$ cat config.mk
export PLATFORM = sky130hd
export DESIGN_NAME = lidar_frame_sync_parser
export DESIGN_NICKNAME = d
export VERILOG_FILES = /design/src/lfsp_pkg.sv /design/src/lfsp_front.sv /design/src/lfsp_queue.sv /design/src/lfsp_back.sv /design/src/lidar_frame_sync_parser.sv
export VERILOG_INCLUDE_DIRS = /design/src /design/src/src
export SDC_FILE = /design/constraint.sdc
export NUM_CORES = 1
export LEC_CHECK = 0
export ABC_AREA = 1
export CAP_MARGIN = 40
export CORE_UTILIZATION = 29
export CTS_CLUSTER_DIAMETER = 100
export DETAILED_ROUTE_END_ITERATION = 8
export DONT_BUFFER_PORTS = 1
export GPL_TIMING_DRIVEN = 1
export SLEW_MARGIN = 30
export SYNTH_ARGS = -nofsm -noshare
export SYNTH_HDL_FRONTEND = slang
export SYNTH_SLANG_ARGS = --single-unit
export TNS_END_PERCENT = 20
$ cat constraint.sdc
create_clock -name i_clk -period 3.5 [get_ports i_clk]
set_input_delay 0.175 -clock i_clk [delete_from_list [all_inputs] [get_ports i_clk]]
set_output_delay 0.175 -clock i_clk [all_outputs]
set_load 0.005 [all_outputs]
$ cat src/lidar_frame_sync_parser_defines.svh
// Assertion macros used by the frame parser module lfsp_back.
// No dependencies; the enclosing module must provide i_clk and i_rst_n.
`ifndef LIDAR_FRAME_SYNC_PARSER_DEFINES_SVH
`define LIDAR_FRAME_SYNC_PARSER_DEFINES_SVH

// Condition holds at every clock edge outside reset.
`define LFSP_ASSERT_ALWAYS(lbl, cond, msg) \
    lbl: assert property (@(posedge i_clk) disable iff (!i_rst_n) (cond)) \
        else $error(msg);

// Consequent holds in the same cycle as the antecedent.
`define LFSP_ASSERT_IMPLY(lbl, ante, cons, msg) \
    lbl: assert property (@(posedge i_clk) disable iff (!i_rst_n) (ante) |-> (cons)) \
        else $error(msg);

`endif

$ cat src/lfsp_pkg.sv
// Shared types and constants for the range-sensor frame parser.
// No dependencies.
package lfsp_pkg;

    localparam int FRAME_LEN_DEF = 9;
    localparam logic [7:0] HEADER_BYTE = 8'h59;
    localparam int QUEUE_DEPTH = 2;
    localparam int MIN_HEADERS = 2;

    typedef enum logic {
        ST_HUNT,
        ST_SYNC
    } t_state;

    // One classified byte on its way from the front to the parser.
    typedef struct packed {
        logic       is_hdr;
        logic [7:0] data;
    } t_item;

endpackage

$ cat src/lfsp_front.sv
// Input side: holds the enable register, takes bytes and tags header bytes.
// Depends on lfsp_pkg.
module lfsp_front (
    input  logic           i_clk,
    input  logic           i_rst_n,
    input  logic           i_cfg_we,
    input  logic           i_cfg_wdata,
    input  logic           s_axis_tvalid,
    output logic           s_axis_tready,
    input  logic [7:0]     s_axis_tdata,      // [7:0] rx_byte
    input  logic           i_queue_full,
    output logic           o_push,
    output lfsp_pkg::t_item o_item
);
    import lfsp_pkg::*;

    logic r_enable;

    always_ff @(posedge i_clk) begin
        if (!i_rst_n) begin
            r_enable <= 1'b0;
        end else if (i_cfg_we) begin
            r_enable <= i_cfg_wdata;
        end
    end

    assign s_axis_tready = !i_queue_full;

    // Drop bytes while disabled: the transfer completes but nothing is queued.
    assign o_push        = s_axis_tvalid && s_axis_tready && r_enable;
    assign o_item.data   = s_axis_tdata;
    assign o_item.is_hdr = (s_axis_tdata == HEADER_BYTE);

endmodule

$ cat src/lfsp_queue.sv
// Short queue of classified bytes between the front and the parser.
// Depends on lfsp_pkg.
module lfsp_queue (
    input  logic            i_clk,
    input  logic            i_rst_n,
    input  logic            i_push,
    input  lfsp_pkg::t_item i_item,
    output logic            o_full,
    input  logic            i_pop,
    output logic            o_valid,
    output lfsp_pkg::t_item o_item
);
    import lfsp_pkg::*;

    localparam int PTR_W = (QUEUE_DEPTH > 1) ? $clog2(QUEUE_DEPTH) : 1;
    localparam int CNT_W = $clog2(QUEUE_DEPTH + 1);
    localparam logic [PTR_W-1:0] LAST_PTR = PTR_W'(QUEUE_DEPTH - 1);
    localparam logic [CNT_W-1:0] FULL_CNT = CNT_W'(QUEUE_DEPTH);

    t_item            r_mem [QUEUE_DEPTH];
    logic [PTR_W-1:0] r_wr_ptr;
    logic [PTR_W-1:0] r_rd_ptr;
    logic [CNT_W-1:0] r_count;
    logic             do_push;
    logic             do_pop;

    assign o_full  = (r_count == FULL_CNT);
    assign o_valid = (r_count != '0);
    assign o_item  = r_mem[r_rd_ptr];
    assign do_push = i_push && !o_full;
    assign do_pop  = i_pop && o_valid;

    always_ff @(posedge i_clk) begin
        if (do_push) begin
            r_mem[r_wr_ptr] <= i_item;
        end
    end

    always_ff @(posedge i_clk) begin
        if (!i_rst_n) begin
            r_wr_ptr <= '0;
            r_rd_ptr <= '0;
            r_count  <= '0;
        end else begin
            if (do_push) begin
                r_wr_ptr <= (r_wr_ptr == LAST_PTR) ? '0 : r_wr_ptr + 1'b1;
            end
            if (do_pop) begin
                r_rd_ptr <= (r_rd_ptr == LAST_PTR) ? '0 : r_rd_ptr + 1'b1;
            end
            case ({do_push, do_pop})
                2'b10:   r_count <= r_count + 1'b1;
                2'b01:   r_count <= r_count - 1'b1;
                default: r_count <= r_count;
            endcase
        end
    end

endmodule

$ cat src/lfsp_back.sv
// Frame parser: header hunt, frame collection, running checksum and the
// output register. Depends on lfsp_pkg and lidar_frame_sync_parser_defines.svh.
`include "lidar_frame_sync_parser_defines.svh"

module lfsp_back #(
    parameter int FRAME_LEN = lfsp_pkg::FRAME_LEN_DEF
) (
    input  logic            i_clk,
    input  logic            i_rst_n,
    input  logic            i_valid,
    input  lfsp_pkg::t_item i_item,
    output logic            o_pop,
    output logic            m_axis_tvalid,
    input  logic            m_axis_tready,
    output logic [15:0]     m_axis_tdata      // [15:0] distance_cm
);
    import lfsp_pkg::*;

    localparam int CNT_W = $clog2(FRAME_LEN + 1);
    localparam logic [CNT_W-1:0] POS_FULL = CNT_W'(FRAME_LEN);
    localparam logic [CNT_W-1:0] POS_LAST = CNT_W'(FRAME_LEN - 1);
    localparam logic [CNT_W-1:0] POS_MAXH = CNT_W'(FRAME_LEN - 2);
    localparam logic [CNT_W-1:0] POS_MINH = CNT_W'(MIN_HEADERS);
    localparam logic [CNT_W-1:0] POS_LO   = CNT_W'(2);
    localparam logic [CNT_W-1:0] POS_HI   = CNT_W'(3);

    t_state           r_state, n_state;
    logic [CNT_W-1:0] r_pos, n_pos;
    logic [7:0]       r_sum, n_sum;
    logic [7:0]       r_lo, n_lo;
    logic [7:0]       r_hi, n_hi;
    logic             r_out_valid;
    logic [15:0]      r_out_data;
    logic             emit;
    logic             store;

    // Take a byte whenever the result slot is free or being drained.
    assign o_pop = i_valid && (!r_out_valid || m_axis_tready);

    always_comb begin
        n_state = r_state;
        n_pos   = r_pos;
        n_sum   = r_sum;
        n_lo    = r_lo;
        n_hi    = r_hi;
        emit    = 1'b0;
        store   = 1'b0;
        if (o_pop) begin
            case (r_state)
                ST_HUNT: begin
                    if (i_item.is_hdr) begin
                        if (r_pos < POS_FULL) begin
                            store = 1'b1;
                            n_pos = r_pos + 1'b1;
                        end else begin
                            // Too many headers in a row: start counting again.
                            n_pos = '0;
                        end
                    end else if (r_pos >= POS_MINH && r_pos <= POS_MAXH) begin
                        store   = 1'b1;
                        n_pos   = r_pos + 1'b1;
                        n_state = ST_SYNC;
                    end else begin
                        n_pos = '0;
                    end
                end
                ST_SYNC: begin
                    if (r_pos == POS_LAST) begin
                        emit    = (r_sum == i_item.data);
                        n_pos   = '0;
                        n_state = ST_HUNT;
                    end else begin
                        store = 1'b1;
                        n_pos = r_pos + 1'b1;
                    end
                end
                default: begin
                    n_pos   = '0;
                    n_state = ST_HUNT;
                end
            endcase
            // Accumulate the checksum and keep the two distance bytes.
            if (store) begin
                n_sum = (r_pos == '0) ? i_item.data : r_sum + i_item.data;
                if (r_pos == POS_LO) begin
                    n_lo = i_item.data;
                end
                if (r_pos == POS_HI) begin
                    n_hi = i_item.data;
                end
            end
        end
    end

    always_ff @(posedge i_clk) begin
        if (!i_rst_n) begin
            r_state <= ST_HUNT;
            r_pos   <= '0;
        end else begin
            r_state <= n_state;
            r_pos   <= n_pos;
        end
    end

    always_ff @(posedge i_clk) begin
        r_sum <= n_sum;
        r_lo  <= n_lo;
        r_hi  <= n_hi;
    end

    always_ff @(posedge i_clk) begin
        if (!i_rst_n) begin
            r_out_valid <= 1'b0;
        end else if (emit) begin
            r_out_valid <= 1'b1;
        end else if (m_axis_tready) begin
            r_out_valid <= 1'b0;
        end
    end

    always_ff @(posedge i_clk) begin
        if (emit) begin
            r_out_data <= {r_hi, r_lo};
        end
    end

    assign m_axis_tvalid = r_out_valid;
    assign m_axis_tdata  = r_out_data;

    `LFSP_ASSERT_IMPLY(a_sync_pos, r_state == ST_SYNC,
        r_pos >= (POS_MINH + 1'b1) && r_pos <= POS_LAST, "sync position out of range")
    `LFSP_ASSERT_ALWAYS(a_hunt_pos, r_state != ST_HUNT || r_pos <= POS_FULL,
        "header count past frame length")
    `LFSP_ASSERT_IMPLY(a_emit_slot, emit,
        r_state == ST_SYNC && (!r_out_valid || m_axis_tready), "result would overwrite")

endmodule

$ cat src/lidar_frame_sync_parser.sv
// Range-sensor frame parser: one received byte per transfer in, one distance
// per good frame out; the header hunt counts the header bytes in a row.
// Processes one byte per cycle while the output is not stalled. A byte passes
// the front and is written into the two-entry queue, from which the parser
// takes it; the distance of a good frame enters the output register when the
// parser takes its checksum byte. The sustained rate is set by the parser,
// which retires one queued byte per cycle while its result register is free
// or draining. With enable at 0 bytes are accepted and discarded. Frame
// checksum is the 8-bit wrapping sum of all bytes but the last; frames that
// fail it produce nothing, and the parser always returns to header hunt.
// Depends on lfsp_pkg, lfsp_front, lfsp_queue and lfsp_back.
module lidar_frame_sync_parser #(
    parameter int FRAME_LEN = lfsp_pkg::FRAME_LEN_DEF
) (
    input  logic        i_clk,
    input  logic        i_rst_n,
    input  logic        i_cfg_we,
    input  logic        i_cfg_wdata,      // enable
    input  logic        s_axis_tvalid,
    output logic        s_axis_tready,
    input  logic [7:0]  s_axis_tdata,     // [7:0] rx_byte
    output logic        m_axis_tvalid,
    input  logic        m_axis_tready,
    output logic [15:0] m_axis_tdata      // [15:0] distance_cm
);
    import lfsp_pkg::*;

    logic  q_full;
    logic  push;
    t_item front_item;
    logic  q_valid;
    logic  pop;
    t_item q_item;

    lfsp_front u_front (
        .i_clk         (i_clk),
        .i_rst_n       (i_rst_n),
        .i_cfg_we      (i_cfg_we),
        .i_cfg_wdata   (i_cfg_wdata),
        .s_axis_tvalid (s_axis_tvalid),
        .s_axis_tready (s_axis_tready),
        .s_axis_tdata  (s_axis_tdata),
        .i_queue_full  (q_full),
        .o_push        (push),
        .o_item        (front_item)
    );

    lfsp_queue u_queue (
        .i_clk   (i_clk),
        .i_rst_n (i_rst_n),
        .i_push  (push),
        .i_item  (front_item),
        .o_full  (q_full),
        .i_pop   (pop),
        .o_valid (q_valid),
        .o_item  (q_item)
    );

    lfsp_back #(
        .FRAME_LEN (FRAME_LEN)
    ) u_back (
        .i_clk         (i_clk),
        .i_rst_n       (i_rst_n),
        .i_valid       (q_valid),
        .i_item        (q_item),
        .o_pop         (pop),
        .m_axis_tvalid (m_axis_tvalid),
        .m_axis_tready (m_axis_tready),
        .m_axis_tdata  (m_axis_tdata)
    );

endmodule

* Word level (Yosys, flattened, before mapping)
Memories as Yosys holds them, arrays and structs flattened. A register that Yosys moved wholly into a read port is not among the register bits. Cells that the tools add are included.
Word-level totals: register bits 51, latch bits 0, RAM bits 18, ROM bits 0, bits of input ports 14, output and inout bits 18, logic and storage cells 72, memories kept 1
Cells by class: add/sub/neg operators 6, multipliers 0, div/mod/pow operators 0, $lt $le $gt $ge 3, equality and inequality tests 8, shift-type cells 0, multiplexer cells 26, bitwise gates (word level) 1, reduce and logical (&&, ||, !) cells 16
Memories:
- u_queue.r_mem | words 2, bits a word 9, rd ports 1, clocked after memory_dff 1, wr ports 1, RTL line lfsp_queue.sv:20 | t_item r_mem [QUEUE_DEPTH];
Operator list (count):
- 2-to-1 mux 1 bit | 17
- 2-to-1 mux 4 bit | 4
- adder 8 bit | 1
- == test 4 x 2 -> 1 bit, second input constant | 2
- == test 8 x 7 -> 1 bit, second input constant | 1
- == test 8 bit | 1
- 2-to-1 mux 8 bit | 1
- case mux 4 bit (2 select lines) | 1
- logical AND 1 bit | 6
- AND reduction 3 bit | 2
- nonzero test 2 bit | 3
- adder 4 x 1 -> 4 bit, second input constant | 1
- == test 2 bit, second input constant | 2
- == test 4 bit, second input constant | 1
- >= comparator 4 x 2 -> 1 bit, second input constant | 1
- less-or-equal comparator 4 x 3 -> 1 bit, second input constant | 1
- logical NOT 4 bit | 1
- less-than comparator 4 bit, second input constant | 1
- case mux 1 bit (2 select lines) | 2
- case mux 2 bit (2 select lines) | 1
- adder 1 bit, second input constant | 2
- adder 2 x 1 -> 2 bit, second input constant | 1
- == test 2 x 1 -> 1 bit, second input constant | 1
- logical NOT 1 bit | 2
- 4 further kinds | 4

* Longest topological paths before layout
Gate-level depths: netlist of the first run.
depth after elaboration 7, gate-level depth with buffers 13, depth with buffers taken out 12

* Cells and area by module
Synthesis of the first run repeated with hierarchy kept, for this count alone.
Second synthesis, totals: cells, all modules 284, area, all modules 3134.3 µm²
By module, submodules not included:
- lfsp_back | instances 1, cells each 193, area each 2077.0 µm², seq. area each 1321.3 µm²
- lfsp_queue | instances 1, cells each 66, area each 915.9 µm², seq. area each 640.6 µm²
- lfsp_front | instances 1, cells each 25, area each 141.4 µm², seq. area each 20.0 µm²

* Worst setup path before layout of the first run
OpenSTA, ideal clock, no wires.
path type register to register, from reg (tool-made name), to reg u_back.r_out_data[0] (netlist: u_back.m_axis_tdata[0]) (enable), setup time 0.388 ns, arrival time 2.219 ns, data required time 3.112 ns, setup slack 0.893 ns, cell stages (with the launch flop) 12, buffers on the path 1, clock period less this slack 2.607 ns, cells stage by stage dfxtp_1 > buf_6 > inv_4 > or2_1 > o21ai_2 > inv_1 > ha_1 > nor2_1 > nand2_1 > nor2_1 > nand2_1 > nor2_1
RTL lines:
- end signal: assignment | RTL line lfsp_back.sv:123 | r_out_data <= {r_hi, r_lo};
- end: declaration | RTL line lfsp_back.sv:33 | logic [15:0] r_out_data;

==> impl_metrics.env, run 1 <==
export IMPL_status="complete, no violations"
export IMPL_dp_cells=401
export IMPL_max_slew_margin_pct=48.9
export IMPL_io_pins=32
export IMPL_tightest_slew_ps=764
export IMPL_post_route_min_period_ps=2420
export IMPL_cts_tree="built"
export IMPL_tns_ps=0
export IMPL_rrSetupSlack_ps=1080
export IMPL_fp_dieW_um=104
export IMPL_ys_ff_latch=70
export IMPL_clk_path_buf_depth=2
export IMPL_timing_final_crit_share_pct=69.1
export IMPL_worst_ep_arrival_time_ps=2460
export IMPL_postCtsSetupRepairBufs=0
export IMPL_path_delay_family="simple AND/OR/NAND/NOR gates"
export IMPL_die_area_sq_mm=0.0109
export IMPL_layout_drive_gt1_share_pct=12.5
export IMPL_ys_warn_count=0
export IMPL_grt_pass1_wl_um=9110
export IMPL_worst_path_max_delay_cell="dfxtp_1"
export IMPL_finalNonFillerCells=430
export IMPL_holdWs_ps=32.0
export IMPL_drtAntennaViolNets=0
export IMPL_die_h_um=104
export IMPL_max_vdd_ir_drop_mv=0.198
export IMPL_vias=1888
export IMPL_p_leak_nw=1.32
export IMPL_std_cell_rows=36
export IMPL_seq_area_sq_mm=0.00198
export IMPL_dr_pass1_iters=4
export IMPL_r2r_cells=11
export IMPL_synthArstFlopShare_pct=0
export IMPL_grt_max_degree=17
export IMPL_cp_num_cells=11
export IMPL_nFillCells=984
export IMPL_drv_cap=0
export IMPL_power_density_mw_per_mm2=729
export IMPL_end_kind="flop"
export IMPL_antenna_cells=0
export IMPL_synth_edf_count=58
export IMPL_setup_worst_path_end="u_back.m_axis_tdata[14]$_DFFE_PP_"
export IMPL_grt_usage_pct=11.1
export IMPL_ys_types=32
export IMPL_grt_pass1_vias=1889
export IMPL_cts_sinks=70
export IMPL_htreeDepth=3
export IMPL_clkSlewWorstSetupHoldPaths_ps=70
export IMPL_cts_root_buffer="clkbuf_8"
export IMPL_cts_made_buffers=9
export IMPL_grt_overflow=0
export IMPL_syn_area_sq_mm=0.00303
export IMPL_path_cells="inv_4 > or2_1 > o21ai_2 > inv_1 > ha_1 > nor2_1 > nand2_1 > nor2_1 > nand2_1 > nor2_1 > buf_4"
export IMPL_fmax_ghz=0.414
export IMPL_pre_cts_slack_ps=1070
export IMPL_start_util_pct=30.5
export IMPL_core_sq_mm=0.00995
export IMPL_cp_data_required_time_ps=3540
export IMPL_antenna_found_initial=0
export IMPL_setup_violations=0
export IMPL_start_kind="flop"
export IMPL_worst_path_largest_cell_delay_ps=550
export IMPL_finish_utilization_pct=35.0
export IMPL_wirelength_um=5440
export IMPL_multiInputGateArea_sq_um=918
export IMPL_area_growth_pct=14.8
export IMPL_rsz0062_at_grt="false"
export IMPL_dpl_hpwl_um=3910
export IMPL_final_setup_skew_ps=6.32
export IMPL_drc_errors=0
export IMPL_slew_violations=0
export IMPL_syn_avg_cell_area_sq_um=11.3
export IMPL_nets=318
export IMPL_timing_final_ws_setup_ps=1080
export IMPL_synth_main_ff_cell="edfxtp_1"
export IMPL_drtIter0Drc=89
export IMPL_r2r_end="u_back.m_axis_tdata[14]$_DFFE_PP_"
export IMPL_ys_seq_area_share_pct=65.4
export IMPL_hold_viol_final=0
export IMPL_synth_net_count=295
export IMPL_gp_congestion=0.756
export IMPL_io_buffers=0
export IMPL_detail_route_vias_per_cell=4.39
export IMPL_crit_buf_inv=3
export IMPL_crit_fanout=16
export IMPL_hold_class="input pin to flop"
export IMPL_crit_type="flop to flop"
export IMPL_crit_top_cell="nor2_1"
export IMPL_synth_cells=269
export IMPL_clk_insertion_delay_late_ps=350
export IMPL_wl_per_cell_um=12.6
-- power breakdown --
| group | internal, W | total, W | switching [W] |
|---|---|---|---|
| logic | 0.000309 | 0.000882 | 0.000573 |
| clock network | 0.000250 | 0.000555 | 0.000304 |
| registers | 0.00104 | 0.00110 | 0.0000631 |
-- kinds of logic (layout without fill, tap and decap cells) --
group,after synthesis,in the layout,synth area share [%]
simple gates,124,124,18.6
xor+xnor,4,4,1.16
flops,70,70,65.4
compound gates,27,27,5.32
buf+inv,32,60,4.33
fa+ha+maj,12,12,5.20
-- flip-flops by register name, summed over array words and instances, names as in the netlist, named ones only --
register,count
u_queue.r_rd_ptr,1
u_back.m_axis_tdata,16
u_back.r_sum,8
u_queue.r_wr_ptr,1
u_queue.r_mem,18
u_back.r_pos,4
u_back.r_lo,8
u_back.m_axis_tvalid,1
u_queue.r_count,2
u_back.r_state,1
u_back.r_hi,8
u_front.r_enable,1
-- stage by stage --
stage	total power [W]	cell area [sq um]
after global routing	0.00273	3480
after CTS	0.00255	3460
after global placement	0.00196	3190
after floorplan	0.00181	3030
final	0.00254	3480
after detailed placement	0.00199	3190
-- timing repair --
item | 4_1_cts | 5_1_grt
hold buffers | 11 | 0
resized for setup | 0 | 0
endpoints found under the hold margin | 22 | 0
-- worst reg2reg max path, cell delays in order (launching register included) --
cell	delay, ps
dfxtp_1	550
inv_4	100
or2_1	240
o21ai_2	80
inv_1	110
ha_1	320
nor2_1	120
nand2_1	60
nor2_1	150
nand2_1	70
nor2_1	80
buf_4	240
-- cells in the final DEF, fill, tap and decap left out, drive strengths merged --
cell type and count:
nor2 23, dlygate4sd3 11, nor4b 1, a31oi 1
nand2 76, o21ai 12, ha 11, a21oi 13
xor2 4, edfxtp 58, nor3 3, clkbuf 9
buf 3, dfxtp 12, nand3b 3, nand4 2
o21a 1, inv 30, or2 2, fa 1
clkinv 5, nand3 13, clkinvlp 2, and3 1
-- worst min-delay path by stage --
stage                                from                            end  slack (ps)  depth (start not counted)
after floorplan                  i_cfg_we  u_front.r_enable$_SDFFE_PN0P_         270                          1
after global placement           i_cfg_we  u_front.r_enable$_SDFFE_PN0P_         270                          1
after detailed placement         i_cfg_we  u_front.r_enable$_SDFFE_PN0P_         270                          1
after CTS                 s_axis_tdata[1]  u_queue.r_mem[1][8]$_DFFE_PP_          20                          1
after global routing      s_axis_tdata[1]  u_queue.r_mem[1][8]$_DFFE_PP_          20                          1
final                     s_axis_tdata[1]  u_queue.r_mem[1][8]$_DFFE_PP_          30                          1
-- routing by layer --
metal / up-vias / GRT usage [%] / routed length, um
li1: 955 / - / -
met3: 14 / 3.20 / 209
met1: 878 / 13.2 / 2580
met2: 41 / 17.8 / 2520
met5: - / 0 / 0
met4: 0 / 6.43 / 131
-- area by class of cell --
class                           count  area share (%)
Inverter                           30            3.31
Timing Repair Buffer               14            3.81
Clock buffer                        9            3.56
Sequential cell                    70            57.0
Clock inverter                      7            1.19
Tap cell                          133            4.78
Multi-Input combinational cell    167            26.4
-- Yosys cell counts, types with 3 or more instances --
master | n | share of area, %
nand2_1 | 70 | 8.7
edfxtp_1 | 58 | 57
inv_1 | 27 | 3.3
nor2_1 | 19 | 2.4
a21oi_1 | 12 | 2.0
dfxtp_1 | 12 | 7.9
ha_1 | 11 | 4.5
nand3_1 | 11 | 1.8
o21ai_0 | 7 | 1.2
nand2_2 | 6 | 1.2
xor2_1 | 4 | 1.2
nand3b_1 | 3 | 0.74
nor2_4 | 3 | 1.1
nor3_1 | 3 | 0.50
(Power assumes the default switching activity.)
==> run 2, diff against run 1 <==
- clock period: 3.5 -> 2 ns (I/O delays scaled with it)
==> impl_metrics.env, run 2 (synthesis results as in run 1) <==
export IMPL_htreeDepth=3
export IMPL_cts_root_buffer="clkbuf_8"
export IMPL_antenna_found_initial=0
export IMPL_path_cells="inv_6 > or2_1 > o21ai_2 > inv_2 > ha_4 > nor2_2 > nand2_1 > nor2_2 > nand2_2 > nor2_4 > buf_6"
export IMPL_setup_violations=0
export IMPL_detail_route_vias_per_cell=4.36
export IMPL_r2r_cells=11
export IMPL_clkSlewWorstSetupHoldPaths_ps=80
export IMPL_tns_ps=0
export IMPL_start_util_pct=30.5
export IMPL_grt_overflow=0
export IMPL_end_kind="flop"
export IMPL_core_sq_mm=0.00995
export IMPL_max_vdd_ir_drop_mv=0.390
export IMPL_std_cell_rows=36
export IMPL_crit_top_cell="nor2_2"
export IMPL_drv_cap=0
export IMPL_timing_final_crit_share_pct=98.0
export IMPL_fp_dieW_um=104
export IMPL_tightest_slew_ps=394
export IMPL_layout_drive_gt1_share_pct=24.3
export IMPL_start_kind="flop"
export IMPL_drc_errors=0
export IMPL_grt_pass1_vias=2027
export IMPL_cts_sinks=70
export IMPL_largest_register_ffs=18
export IMPL_cts_made_buffers=9
export IMPL_cts_tree="built"
export IMPL_hold_class="input pin to flop"
export IMPL_grt_pass1_wl_um=9880
export IMPL_slew_violations=0
export IMPL_crit_fanout=8
export IMPL_crit_type="flop to flop"
export IMPL_cp_data_required_time_ps=2070
export IMPL_p_leak_nw=1.46
export IMPL_nets=342
export IMPL_wl_per_cell_um=13.0
export IMPL_crit_buf_inv=3
export IMPL_worst_path_max_delay_cell="dfxtp_4"
export IMPL_worst_ep_arrival_time_ps=2030
export IMPL_clk_insertion_delay_late_ps=360
export IMPL_clk_path_buf_depth=2
export IMPL_most_common_layout_cells="nand2_1, edfxtp_1, inv_1"
export IMPL_worst_path_largest_cell_delay_ps=400
export IMPL_cp_num_cells=11
export IMPL_fmax_ghz=0.510
export IMPL_grt_max_degree=15
export IMPL_antenna_cells=0
export IMPL_dpl_hpwl_um=4130
export IMPL_max_slew_margin_pct=73.4
export IMPL_gp_congestion=0.789
export IMPL_hold_viol_final=0
export IMPL_dr_pass1_iters=6
export IMPL_nFillCells=978
export IMPL_die_area_sq_mm=0.0109
export IMPL_drtIter0Drc=62
export IMPL_vias=1979
export IMPL_drtAntennaViolNets=0
export IMPL_power_density_mw_per_mm2=1340
export IMPL_post_route_min_period_ps=1960
export IMPL_area_growth_pct=25.1
export IMPL_top_register="u_queue.r_mem"
export IMPL_path_delay_family="simple AND/OR/NAND/NOR gates"
export IMPL_grt_usage_pct=12.1
export IMPL_wirelength_um=5890
export IMPL_rsz0062_at_grt="true"
export IMPL_holdPathStages=3
export IMPL_status="complete, no violations"
export IMPL_io_buffers=0
export IMPL_io_pins=32
export IMPL_finish_utilization_pct=38.1
export IMPL_final_setup_skew_ps=15.2
export IMPL_mostFrequentLayoutCell="nand2_1"
export IMPL_die_h_um=104
## run 2: cell types whose count changed in the layout (fill, tap and decap cells not counted), sizes merged
| cell | previous run | this run |
|---|---|---|
| buf | 3 | 26 |
| bufinv | 0 | 1 |
| clkinv | 5 | 0 |
| clkinvlp | 2 | 3 |
| inv | 30 | 34 |
## run 2: worst register-to-register path, cell delays in order, from the launching register on
cell and delay [ps]:
dfxtp_4 400, inv_6 40, or2_1 210, o21ai_2 80, inv_2 70, ha_4 220, nor2_2 100, nand2_1 60
nor2_2 120, nand2_2 80, nor2_4 130, buf_6 170
## run 2: worst paths after layout
path,start,endpoint,slack (ps)
min,m_axis_tready,u_back.m_axis_tvalid$_SDFFE_PN0P_,9
min reg2reg,u_back.r_lo[2]$_DFFE_PP_,u_back.m_axis_tdata[2]$_DFFE_PP_,430
max reg2reg,flop,u_back.m_axis_tdata[15]$_DFFE_PP_,40
max,flop,u_back.m_axis_tdata[15]$_DFFE_PP_,40
## run 2: final cells by class
type	count	area [sq um]	area share (%)
inverter	30	118	3.10
clock buffer	9	124	3.27
timing repair buffer	37	319	8.42
multi-input combinational	167	996	26.3
tap	133	166	4.39
sequential	70	1990	52.4
timing repair inverter	1	3.75	0.0990
clock inverter	7	78.8	2.08
## run 2: timing repair
| action | CTS | global route |
|---|---|---|
| setup buffers | 7 | 1 |
| hold buffers | 11 | 0 |
| endpoints found under the hold margin | 28 | 0 |
| pin swaps | 7 | 3 |
| resized for setup | 10 | 4 |
| gates cloned | 2 | 0 |
| endpoints found under the setup margin | 18 | 22 |
## run 2: per-layer routing
metal / global-route usage (%) / vias to the layer above / routed length (um)
li1: - / 1005 / -
met1: 14.2 / 920 / 2740
met2: 20.0 / 42 / 2770
met3: 3.76 / 12 / 243
met4: 6.02 / 0 / 140
met5: 0 / - / 0
## run 2: report_power, final
| part | internal [W] | switching (W) | total (W) | leakage [nW] |
|---|---|---|---|---|
| combinational | 0.000822 | 0.00113 | 0.00195 | 0.738 |
| clock | 0.000588 | 0.000583 | 0.00117 | 0.0929 |
| sequential | 0.00182 | 0.000126 | 0.00195 | 0.625 |
| total | 0.00323 | 0.00184 | 0.00507 | 1.46 |
## run 2: per-stage QoR
step                      instance area [sq um]  setup WS (ps)  hold slack [ps]  std cells  total power [W]
after floorplan                            3060          -87.3              193        269          0.00321
after global placement                     3360          -15.4              196        419          0.00368
after detailed placement                   3360          -56.7              198        419          0.00374
after CTS                                  3820          -15.1            0.828        455          0.00506
after global routing                       3790          -85.1            0.528        454          0.00547
final                                      3790           40.7             9.05        454          0.00507
